$ cat src/lfpm_pkg.sv
// lfpm_pkg: shared widths, reset values, register indexes and output bounds
// for the line-follow pid motor mixer
// depends on nothing; used by the top level and its port checker
`default_nettype none

package lfpm_pkg;

    // field widths
    localparam int POS_W     = 14;
    localparam int ERR_W     = 14;
    localparam int GAIN_W    = 24;
    localparam int SPD_W     = 8;
    localparam int OUT_W     = 19;
    localparam int CFG_IDX_W = 3;
    localparam int FRAC_W    = 16;

    // default error history depth
    localparam int WINDOW_DEF = 5;

    // registered stages from input to result register
    localparam int PIPE_DEPTH = 4;

    // line centre
    localparam logic [POS_W-1:0] CENTRE = 14'd4500;

    // lowest command value, -262144
    localparam logic signed [OUT_W-1:0] OUT_LOW = 19'sh40000;

    // register reset values
    localparam logic [GAIN_W-1:0] GAIN_PROP_RST   = 24'd131;
    localparam logic [GAIN_W-1:0] GAIN_INTEG_RST  = 24'd66;
    localparam logic [GAIN_W-1:0] GAIN_DERIV_RST  = 24'd983040;
    localparam logic [GAIN_W-1:0] GAIN_COMMON_RST = 24'd0;
    localparam logic [SPD_W-1:0]  BASE_LEFT_RST   = 8'd92;
    localparam logic [SPD_W-1:0]  BASE_RIGHT_RST  = 8'd92;
    localparam logic [SPD_W-1:0]  MAX_LEFT_RST    = 8'd100;
    localparam logic [SPD_W-1:0]  MAX_RIGHT_RST   = 8'd100;

    // configuration register indexes
    typedef enum logic [CFG_IDX_W-1:0] {
        REG_GAIN_PROP,
        REG_GAIN_INTEG,
        REG_GAIN_DERIV,
        REG_GAIN_COMMON,
        REG_BASE_LEFT,
        REG_BASE_RIGHT,
        REG_MAX_LEFT,
        REG_MAX_RIGHT
    } cfg_reg_t;

endpackage

`default_nettype wire

$ cat src/line_follow_pid_motor_mix_top.sv
// line_follow_pid_motor_mix_top: pid steering from a line position, mixed
// into clamped left and right motor commands through a four-stage pipeline
// depends on lfpm_pkg
//
//  channel | signals                              | direction
//  --------+--------------------------------------+----------
//  in      | in_valid, in_ready, line_position    | into block
//  out     | out_valid, out_ready, speed_left/right| out of block
//  cfg     | cfg_valid, cfg_ready, cfg_index/data | into block
//
// one item per cycle until a stalled result fills the pipeline; an item
// goes through the error/history stage, multiplier stage, drive stage and result
// register once accepted. the error history and abs-error sum update as the item is taken
// reset clears the history, the window sum, the pipeline valids and loads the
// register defaults; cfg_ready is always high
// each stage moves on when the stage after it is empty or moving, so a stalled
// result only holds back input once every stage behind it is full
`default_nettype none

module line_follow_pid_motor_mix_top #(
    parameter int WINDOW = lfpm_pkg::WINDOW_DEF
) (
    input  wire logic                                 clk,
    input  wire logic                                 rst_n,
    // item input
    input  wire logic                                 in_valid,
    output logic                                      in_ready,
    input  wire logic [lfpm_pkg::POS_W-1:0]           line_position,
    // result output
    output logic                                      out_valid,
    input  wire logic                                 out_ready,
    output logic signed [lfpm_pkg::OUT_W-1:0]         speed_left,
    output logic signed [lfpm_pkg::OUT_W-1:0]         speed_right,
    // register writes
    input  wire logic                                 cfg_valid,
    output logic                                      cfg_ready,
    input  wire logic [lfpm_pkg::CFG_IDX_W-1:0]       cfg_index,
    input  wire logic [lfpm_pkg::GAIN_W-1:0]          cfg_data
);

    import lfpm_pkg::*;

    // width of the windowed abs-error sum
    localparam int AB_W   = $clog2(WINDOW * (2 ** (ERR_W - 1)) + 1);
    localparam int DIFF_W = ERR_W + 1;
    // signed products and their sum
    localparam int PROD_W = AB_W + GAIN_W + 1;
    localparam int ACC_W  = PROD_W + 2;
    localparam int DRV_W  = ACC_W - FRAC_W;
    // common slow-down product and its integer part
    localparam int SLOW_W = AB_W + GAIN_W;
    localparam int SHI_W  = SLOW_W - FRAC_W;
    // side arithmetic before clamping
    localparam int SIDE_W = ((DRV_W > SHI_W) ? DRV_W : SHI_W) + 3;

    // ------------------------------------------------------------------
    // configuration registers
    // ------------------------------------------------------------------
    logic [GAIN_W-1:0] gain_prop_reg, gain_integ_reg, gain_deriv_reg, gain_common_reg;
    logic [SPD_W-1:0]  base_left_reg, base_right_reg, max_left_reg, max_right_reg;

    assign cfg_ready = 1'b1;

    always_ff @(posedge clk or negedge rst_n)
    begin
        if (!rst_n)
        begin
            gain_prop_reg   <= GAIN_PROP_RST;
            gain_integ_reg  <= GAIN_INTEG_RST;
            gain_deriv_reg  <= GAIN_DERIV_RST;
            gain_common_reg <= GAIN_COMMON_RST;
            base_left_reg   <= BASE_LEFT_RST;
            base_right_reg  <= BASE_RIGHT_RST;
            max_left_reg    <= MAX_LEFT_RST;
            max_right_reg   <= MAX_RIGHT_RST;
        end
        else if (cfg_valid && cfg_ready)
        begin
            case (cfg_reg_t'(cfg_index))
                REG_GAIN_PROP:   gain_prop_reg   <= cfg_data;
                REG_GAIN_INTEG:  gain_integ_reg  <= cfg_data;
                REG_GAIN_DERIV:  gain_deriv_reg  <= cfg_data;
                REG_GAIN_COMMON: gain_common_reg <= cfg_data;
                REG_BASE_LEFT:   base_left_reg   <= cfg_data[SPD_W-1:0];
                REG_BASE_RIGHT:  base_right_reg  <= cfg_data[SPD_W-1:0];
                REG_MAX_LEFT:    max_left_reg    <= cfg_data[SPD_W-1:0];
                REG_MAX_RIGHT:   max_right_reg   <= cfg_data[SPD_W-1:0];
                default: ;
            endcase
        end
    end

    // ------------------------------------------------------------------
    // pipeline flow control
    // ------------------------------------------------------------------
    logic s1_valid_reg, s2_valid_reg, s3_valid_reg, out_valid_reg;
    logic s2_room, s3_room, out_room;
    logic in_acc;

    // a stage can load when empty or when its item is leaving
    assign out_room = !out_valid_reg || out_ready;
    assign s3_room  = !s3_valid_reg || out_room;
    assign s2_room  = !s2_valid_reg || s3_room;
    assign in_ready = !s1_valid_reg || s2_room;
    assign in_acc   = in_valid && in_ready;

    always_ff @(posedge clk or negedge rst_n)
    begin
        if (!rst_n)
        begin
            s1_valid_reg  <= 1'b0;
            s2_valid_reg  <= 1'b0;
            s3_valid_reg  <= 1'b0;
            out_valid_reg <= 1'b0;
        end
        else
        begin
            if (in_ready)
                s1_valid_reg <= in_valid;
            if (s2_room)
                s2_valid_reg <= s1_valid_reg;
            if (s3_room)
                s3_valid_reg <= s2_valid_reg;
            if (out_room)
                out_valid_reg <= s3_valid_reg;
        end
    end

    assign out_valid = out_valid_reg;

    // ------------------------------------------------------------------
    // error, history and running abs-error sum (taken at input accept)
    // ------------------------------------------------------------------
    function automatic logic [ERR_W-1:0] abs_err(input logic signed [ERR_W-1:0] e);
        // the most negative error maps onto its magnitude as an unsigned value
        return e[ERR_W-1] ? ERR_W'(-e) : ERR_W'(e);
    endfunction

    logic signed [ERR_W-1:0]  err_hist_reg [WINDOW];
    logic [AB_W-1:0]          absum_reg;
    logic signed [ERR_W-1:0]  err_new;
    logic signed [DIFF_W-1:0] diff_new;
    logic [AB_W-1:0]          absum_next;

    // 14-bit subtract, wraps for positions out of range
    assign err_new  = signed'(CENTRE - line_position);
    assign diff_new = DIFF_W'(err_new) - DIFF_W'(err_hist_reg[0]);

    // add the newest magnitude, drop the one falling out of the window
    assign absum_next = absum_reg + AB_W'(abs_err(err_new))
                      - AB_W'(abs_err(err_hist_reg[WINDOW-1]));

    always_ff @(posedge clk or negedge rst_n)
    begin
        if (!rst_n)
        begin
            for (int i = 0; i < WINDOW; i++)
                err_hist_reg[i] <= '0;
            absum_reg <= '0;
        end
        else if (in_acc)
        begin
            for (int i = 1; i < WINDOW; i++)
                err_hist_reg[i] <= err_hist_reg[i-1];
            err_hist_reg[0] <= err_new;
            absum_reg       <= absum_next;
        end
    end

    // stage 1 payload
    logic signed [ERR_W-1:0]  s1_err_reg;
    logic signed [DIFF_W-1:0] s1_diff_reg;
    logic [AB_W-1:0]          s1_absum_reg;

    always_ff @(posedge clk)
    begin
        if (in_acc)
        begin
            s1_err_reg   <= err_new;
            s1_diff_reg  <= diff_new;
            s1_absum_reg <= absum_next;
        end
    end

    // ------------------------------------------------------------------
    // stage 2: gain multiplies
    // ------------------------------------------------------------------
    logic signed [PROD_W-1:0] p_prod, i_prod, d_prod;
    logic [SLOW_W-1:0]        slow_prod;

    assign p_prod = PROD_W'(s1_err_reg) * PROD_W'(signed'({1'b0, gain_prop_reg}));
    assign i_prod = PROD_W'(signed'({1'b0, s1_absum_reg}))
                  * PROD_W'(signed'({1'b0, gain_integ_reg}));
    assign d_prod = PROD_W'(s1_diff_reg) * PROD_W'(signed'({1'b0, gain_deriv_reg}));
    assign slow_prod = SLOW_W'(s1_absum_reg) * SLOW_W'(gain_common_reg);

    logic signed [PROD_W-1:0] s2_p_reg, s2_i_reg, s2_d_reg;
    logic [SLOW_W-1:0]        s2_slow_reg;

    always_ff @(posedge clk)
    begin
        if (s1_valid_reg && s2_room)
        begin
            s2_p_reg    <= p_prod;
            s2_i_reg    <= i_prod;
            s2_d_reg    <= d_prod;
            s2_slow_reg <= slow_prod;
        end
    end

    // ------------------------------------------------------------------
    // stage 3: drive sum (q8.16 gains, 16 fraction bits) to integer toward zero
    // ------------------------------------------------------------------
    logic signed [ACC_W-1:0] acc_sum, acc_adj;
    logic signed [DRV_W-1:0] drive;

    assign acc_sum = ACC_W'(s2_p_reg) + ACC_W'(s2_i_reg) + ACC_W'(s2_d_reg);
    // bias negative sums so the shift rounds toward zero
    assign acc_adj = acc_sum + (acc_sum[ACC_W-1] ? ACC_W'((2 ** FRAC_W) - 1) : ACC_W'(0));
    assign drive   = signed'(acc_adj[ACC_W-1:FRAC_W]);

    logic signed [DRV_W-1:0] s3_drive_reg;
    logic [SHI_W-1:0]        s3_slow_hi_reg;
    logic                    s3_slow_frac_reg;

    always_ff @(posedge clk)
    begin
        if (s2_valid_reg && s3_room)
        begin
            s3_drive_reg     <= drive;
            s3_slow_hi_reg   <= s2_slow_reg[SLOW_W-1:FRAC_W];
            s3_slow_frac_reg <= |s2_slow_reg[FRAC_W-1:0];
        end
    end

    // ------------------------------------------------------------------
    // result stage: side mix, truncation and clamping
    // ------------------------------------------------------------------
    // trunc(((base + drv) * 2^16 - slow) / 2^16): with t = base + drv - floor(slow / 2^16),
    // a positive t with a fractional slow part loses one more, otherwise t stands
    function automatic logic signed [OUT_W-1:0] side_speed(
        input logic [SPD_W-1:0]         base,
        input logic signed [SIDE_W-1:0] drv,
        input logic [SHI_W-1:0]         s_hi,
        input logic                     frac_nz,
        input logic [SPD_W-1:0]         maxv
    );
        logic signed [SIDE_W-1:0] t;
        logic signed [SIDE_W-1:0] v;
        logic signed [SIDE_W-1:0] top;
        t   = SIDE_W'(signed'({1'b0, base})) + drv - SIDE_W'(signed'({1'b0, s_hi}));
        v   = (!t[SIDE_W-1] && (t != '0) && frac_nz) ? t - SIDE_W'(1) : t;
        top = SIDE_W'(signed'({1'b0, maxv}));
        if (v > top)
            return OUT_W'(top);
        else if (v < SIDE_W'(OUT_LOW))
            return OUT_LOW;
        else
            return OUT_W'(v);
    endfunction

    logic signed [SIDE_W-1:0] drive_wide;
    logic signed [OUT_W-1:0]  left_next, right_next;

    assign drive_wide = SIDE_W'(s3_drive_reg);
    assign left_next  = side_speed(base_left_reg, drive_wide, s3_slow_hi_reg,
                                   s3_slow_frac_reg, max_left_reg);
    assign right_next = side_speed(base_right_reg, -drive_wide, s3_slow_hi_reg,
                                   s3_slow_frac_reg, max_right_reg);

    logic signed [OUT_W-1:0] speed_left_reg, speed_right_reg;

    always_ff @(posedge clk)
    begin
        if (s3_valid_reg && out_room)
        begin
            speed_left_reg  <= left_next;
            speed_right_reg <= right_next;
        end
    end

    assign speed_left  = speed_left_reg;
    assign speed_right = speed_right_reg;

endmodule

`default_nettype wire

$ cat config.mk
export PLATFORM = sky130hd
export DESIGN_NAME = line_follow_pid_motor_mix_top
export DESIGN_NICKNAME = d
export VERILOG_FILES = /design/src/lfpm_pkg.sv /design/src/line_follow_pid_motor_mix_top.sv
export SDC_FILE = /design/constraint.sdc
export NUM_CORES = 2
export LEC_CHECK = 0
export ABC_AREA = 1
export ABC_CLOCK_PERIOD_IN_PS = 14900
export BUFFER_PORTS_ARGS = -buffer_cell sky130_fd_sc_hd__buf_2
export CAP_MARGIN = 40
export CORE_MARGIN = 2
export CORE_UTILIZATION = 45
export DETAILED_ROUTE_END_ITERATION = 8
export GPL_TIMING_DRIVEN = 0
export HOLD_SLACK_MARGIN = 0.15
export SETUP_SLACK_MARGIN = 0.05
export SYNTH_ARGS = -nofsm -noshare
export SYNTH_HDL_FRONTEND = slang
export SYNTH_SLANG_ARGS = --single-unit
$ cat constraint.sdc
create_clock -name clk -period 14.9 [get_ports clk]
set_clock_uncertainty 0.05 [all_clocks]
set_input_delay 2.235 -clock clk [delete_from_list [all_inputs] [get_ports clk]]
set_output_delay 2.235 -clock clk [all_outputs]
set_load 0.005 [all_outputs]
Word-level counts from Yosys, hierarchy flattened
Index checks and enable logic that the tools add are counted.
{"block": "classes", "addsub": 16, "n_mul": 4, "n_lt_le_gt_ge": 4, "n_eq_ne": 7, "muxes": 9, "n_reduce_logical": 32}
{"cell": "multiplier 16 x 24 -> 40 bit", "count": 2}
{"cell": "> comparator 30 x 9 -> 1 bit", "count": 2}
{"cell": "less-than comparator 30 x 19 -> 1 bit, second input constant", "count": 2}
{"cell": "two-way mux 30 bit", "count": 2}
{"cell": "nonzero test 30 bit", "count": 2}
{"cell": "adder 42 x 40 -> 43 bit", "count": 1}
{"cell": "adder 43 x 17 -> 43 bit", "count": 1}
{"cell": "adder 39 x 41 -> 42 bit", "count": 1}
{"cell": "multiplier 15 x 25 -> 40 bit", "count": 1}
{"cell": "multiplier 14 x 25 -> 39 bit", "count": 1}
{"cell": "two-way mux 19 bit", "count": 2}
{"cell": "adder 9 x 30 -> 30 bit", "count": 1}
{"cell": "negation 27 -> 30 bit", "count": 1}
{"cell": "subtractor 29 x 2 -> 30 bit, second input constant", "count": 1}
{"cell": "subtractor 30 x 2 -> 30 bit, second input constant", "count": 1}
{"cell": "subtractor 30 x 25 -> 30 bit", "count": 1}
{"cell": "subtractor 28 x 25 -> 29 bit", "count": 1}
{"cell": "adder 9 x 27 -> 28 bit", "count": 1}
{"cell": "two-way mux 14 bit", "count": 2}
{"cell": "negation 14 bit", "count": 2}
{"cell": "adder 16 x 14 -> 16 bit", "count": 1}
{"cell": "two-way mux 16 bit", "count": 1}
{"cell": "two-way mux 8 bit", "count": 2}
{"cell": "AND reduction 2 bit", "count": 8}
{"cell": "other kinds (12)", "count": 32}
{"block": "word_totals", "register_bits": 512, "in_bits": 46, "output_inout_bits": 41, "wordCells": 106}

Depth between registers and ports, before layout
{"block": "depth", "ltp_word": 10, "ltp_mapped": 38, "mapped_depth_nobuf": 37}

Worst setup path after synthesis
Ideal clock, no wire load.
{"block": "synth_timing", "path_kind": "input-to-reg", "from": "input port line_position[0] (netlist bit)", "to": "register s1_absum_reg[14], data pin", "arrival_time_ps": 6392, "required_time_ps": 14586, "path_slack_ps": 8194, "stages": 32, "n_path_buf": 0, "path_cell_list": "inv_1 > a21oi_1 > or2_2 > nand2_1 > nand3_1 > inv_1 > nor3_1 > inv_1 > nand2_1 > or2_2 > a21o_1 > nand2_1 > inv_1 > nand2_1 > o21ai_0 > fa_1 > inv_1 > ha_1 > nand2_1 > o21ai_0 > a21oi_1 > o21bai_1 > nand2_1 > nand2_1 > nand2_1 > nand2_1 > a21boi_0 > o21ai_0 > a21oi_1 > nor2_1 > nor2_1 > xnor2_1"}
{"block": "synth_via", "elab_chain_len": 5}
{"element": "start: declaration", "line_no": "line_follow_pid_motor_mix_top.sv:28", "rtl": "input wire logic [lfpm_pkg::POS_W-1:0] line_position,"}
{"element": "subtractor 13 x 14 -> 14 bit (*)", "line_no": "line_follow_pid_motor_mix_top.sv:146", "rtl": "assign err_new = signed'(CENTRE - line_position);"}
{"element": "net err_new[13]", "line_no": "line_follow_pid_motor_mix_top.sv:141", "rtl": "logic signed [ERR_W-1:0] err_new;"}
{"element": "negation 14 bit", "line_no": "line_follow_pid_motor_mix_top.sv:136", "rtl": "return e[ERR_W-1] ? ERR_W'(-e) : ERR_W'(e);"}
{"element": "two-way mux 14 bit (*)", "line_no": "line_follow_pid_motor_mix_top.sv:136"}
{"element": "adder 16 x 14 -> 16 bit (*)", "line_no": "line_follow_pid_motor_mix_top.sv:150", "rtl": "assign absum_next = absum_reg + AB_W'(abs_err(err_new))"}
{"element": "subtractor 16 x 14 -> 16 bit (*)", "line_no": "line_follow_pid_motor_mix_top.sv:151", "rtl": "- AB_W'(abs_err(err_hist_reg[WINDOW-1]));"}
{"element": "net absum_next[14]", "line_no": "line_follow_pid_motor_mix_top.sv:143", "rtl": "logic [AB_W-1:0] absum_next;"}
{"element": "end signal: assignment", "line_no": "line_follow_pid_motor_mix_top.sv:181", "rtl": "s1_absum_reg <= absum_next;"}
{"element": "end: declaration", "line_no": "line_follow_pid_motor_mix_top.sv:173", "rtl": "logic [AB_W-1:0] s1_absum_reg;"}
Mark *: on every way through the listed nets, which the timed path passes. The rest lies on a longest branch.
A chain may end at the register's enable or synchronous reset.

Worst setup path after layout
{"block": "layout_timing", "from": "register s1_absum_reg[1]", "to": "register s2_i_reg[37], data pin"}
{"block": "layout_via", "elab_chain_len": 1}
{"element": "multiplier 16 x 24 -> 40 bit", "line_no": "line_follow_pid_motor_mix_top.sv:193", "rtl": "* PROD_W'(signed'({1'b0, gain_integ_reg}));"}
{"element": "net i_prod[37]", "line_no": "line_follow_pid_motor_mix_top.sv:188", "rtl": "logic signed [PROD_W-1:0] p_prod, i_prod, d_prod;"}
{"element": "end signal: assignment", "line_no": "line_follow_pid_motor_mix_top.sv:205", "rtl": "s2_i_reg <= i_prod;"}
{"element": "end: declaration", "line_no": "line_follow_pid_motor_mix_top.sv:197", "rtl": "logic signed [PROD_W-1:0] s2_p_reg, s2_i_reg, s2_d_reg;"}
The timed path passes the listed nets, and every way through them passes these cells.

==> metrics.md <==
| Metric | Value |
|---|---|
| IO Pins | 87 |
| GR peak layer | met2 |
| Worst-Skew Late Latency | 700 ps |
| Worst-path clk slew | 60 ps |
| Remaining antenna violation count | 0 |
| Slew Limit Headroom | 0.382 |
| Grt met2 use | 0.502 |
| Cells after Synth | 10148 |
| Final Critical Period | 8660 ps |
| Die area | 0.183 mm² |
| Core Region | 0.178 mm² |
| Setup TNS | 0 ps |
| M1 GR Usage | 0.383 |
| TritonCTS Buffers | 68 |
| IO Port Bufs | 85 |
| Max cap viols | 0 |
| Initial Util | 0.453 |
| Largest net degree at the start of global routing | 111 |
| Sequential cell area | 0.0143 mm² |
| Unique masters post-synth | 60 |
| Number of remaining DRC errors | 0 |
| Top cells by count, synth | 2876 x nand2_1, 2376 x inv_1, 1232 x fa_1, 681 x ha_1, 404 x nor2_1 |
| CP max-delay cell | clkbuf_1 |
| Final setup viols | 0 |
| CTS Buffer Depth | 3 |
| H-tree Lvls | 3 |
| CTS sink count | 512 |
| Die H | 427 µm |
| Final HPWL DP | 227000 µm |
| Setup ws final | 6240 ps |
| Post-synthesis register bit count | 512 |
| RePlAce Congestion | 0.966 |
| Synth Area in XOR/XNOR | 0.0311 |
| Via count | 66227 |
| Mapped cell area | 0.0807 mm² |
| Fin area | 0.0871 mm² |
| Post-placement cell area | 0.0846 mm² |
| Syn_area_per_cell | 7.95 µm² |
| Post-synthesis simple-gate area fraction | 0.196 |
| Max Transition Viols Final | 0 |
| Final-stage net count | 12299 |
| Setup crit start kind | register |
| Worst hold path class | reg -> reg |
| Async S/R FF share, synth | 0.426 |
| Most common cell on crit path | nand2_1 |
| Least-Margin Pin Slew | 923 ps |
| RSZ-0062 raised after global routing | false |
| CP endpoint kind | register |
| Largest register FFs | 70 |
| Die X-Extent | 427 µm |
| First-pass GRT wire length | 409000 µm |
| Root buf cell | clkbuf_16 |
| Routing usage on met3 | 0.0417 |
| Synth Area in Compound Gates | 0.0549 |
| Area of the multi-input gates | 0.0559 mm² |
| Share of layout cells above drive strength 1 | 0.0466 |
| Congestion Overflow GR | 0 |
| Most frequent cell after synthesis | nand2_1 |
| Gr usage total | 0.299 |
| Critical path class | reg -> reg |
| WL final | 267000 µm |
| Ys Warns | 0 |
| Main combinational cell family by area after synthesis | adder cells |
| FP Rows | 155 |
| Synth-to-Final Area Change | 7.95% |
| Synth top area share | 0.306 |
| Max incr delay on CP | 720 ps |
| Critical Path RT | 15240 ps |
| Area leader, netlist | fa_1 |
| PostCTS Resize Cnt | 0 |
| Synth Flop Type | edfxtp_1 |
| Initial antenna violation count | 20 |
| Crit Path Max Fanout | 10 |
| DR iter-0 viols | 4851 |
| Synth area leaders | fa_1 31%, nand2_1 13%, inv_1 11% |
| CTS tree | built |
| Setup repair bufs after CTS | 0 |
| Vias per cell | 5.19 |
| Final Hold Viols | 0 |
| Hold-fix buffer count after cts | 0 |
| Fin crit share | 0.581 |
| Routed WL per cell | 20.9 µm |
| Place WS | 6340 ps |
| Post-synth EDFFs | 294 |
| Status | complete, no violations |
| Sequential area share after synthesis | 0.177 |
| Max Fclk | 0.115 GHz |
| Vias in the first global route | 67977 |
| Adder-Cell Fraction of Synth Area | 0.411 |
| Drt first pass iters | 6 |
| Critical Path AT | 9010 ps |
| Syn Nets | 12107 |
| Post-synthesis mux area share | 0 |
| Fillcell total | 17554 |
-- routing by layer --
layer | share of wire | vias to the layer above
li1 | - | 30732
met1 | 0.41 | 32800
met2 | 0.48 | 2198
met3 | 0.065 | 483
met4 | 0.051 | 14
met5 | 0.00033 | -
-- cell usage in the layout (no fill, tap or decap), drive strengths merged, types with 9 or more instances in the layout --
master | netlist | final
xor2 | 200 | 200
diode | 0 | 12
a31oi | 32 | 32
o211ai | 11 | 11
nor4 | 21 | 21
o21ai | 342 | 342
a21oi | 320 | 320
a21o | 18 | 18
or2 | 45 | 45
ha | 681 | 681
clkbuf | 305 | 389
xnor2 | 86 | 86
o31ai | 11 | 11
buf | 42 | 164
nand3 | 279 | 279
fa | 1232 | 1232
o21a | 16 | 16
nand4 | 79 | 79
dfstp | 23 | 23
a21boi | 14 | 14
dfrtp | 195 | 195
inv | 2416 | 2429
nand2 | 2915 | 2915
nor2 | 461 | 461
nor3 | 36 | 36
edfxtp | 294 | 294
and2 | 9 | 9
clkinv | 6 | 23
o21bai | 13 | 13
-- worst max-delay path: cells and delay by family (launching register included) --
family,cells,cell delay (ps)
xor+xnor,1,540
compound gates,5,1430
buf+inv,5,1380
fa+ha+maj,7,3190
flops,1,650
simple gates,11,1090
-- worst paths after layout --
path | start | end | slack [ps] | cells after the start
worst max-delay path | s1_absum_reg[1] | s2_i_reg[37] | 6240 | 29
worst min-delay path | s2_slow_reg[32] | s3_slow_hi_reg[16] | 370 | 0
worst max register to register | s1_absum_reg[1] | s2_i_reg[37] | 6240 | 29
worst min register to register | s2_slow_reg[32] | s3_slow_hi_reg[16] | 370 | 0
max in group asynchronous | rst_n | gain_common_reg[10] | 12600 | 2
min in group asynchronous | rst_n | gain_prop_reg[17] | 1340 | 1
-- layout make-up --
type / count / area share
clock inverter: 40 / 0.00576
antenna: 12 / 0.000345
timing repair buffer: 122 / 0.0116
sequential: 512 / 0.164
multi-input combinational: 6867 / 0.642
clock buffer: 84 / 0.0219
buffer: 347 / 0.0156
tap: 2355 / 0.0338
inverter: 2422 / 0.104
-- through the flow --
| stage | hold slack, ps | util | instances |
|---|---|---|---|
| floorplan | 350 | - | 10148 |
| global placement | 353 | 0.471 | 12588 |
| detailed placement | 355 | 0.475 | 12624 |
| CTS | 361 | 0.488 | 12748 |
| global route | 366 | 0.488 | 12749 |
| finish | 366 | 0.489 | 12761 |
-- cells by family after synthesis --
kind of cell	count (synthesis)
other	1
adders and majority gates	1913
DFF	512
buffers and inverters	2769
AOI/OAI and AO/OA	808
xor gates and xnor gates	286
and+or+nand+nor	3859
Power is left out: the tool's default activity adds up to more than one toggle a clock period on the data nets, which glitch-free logic cannot reach.
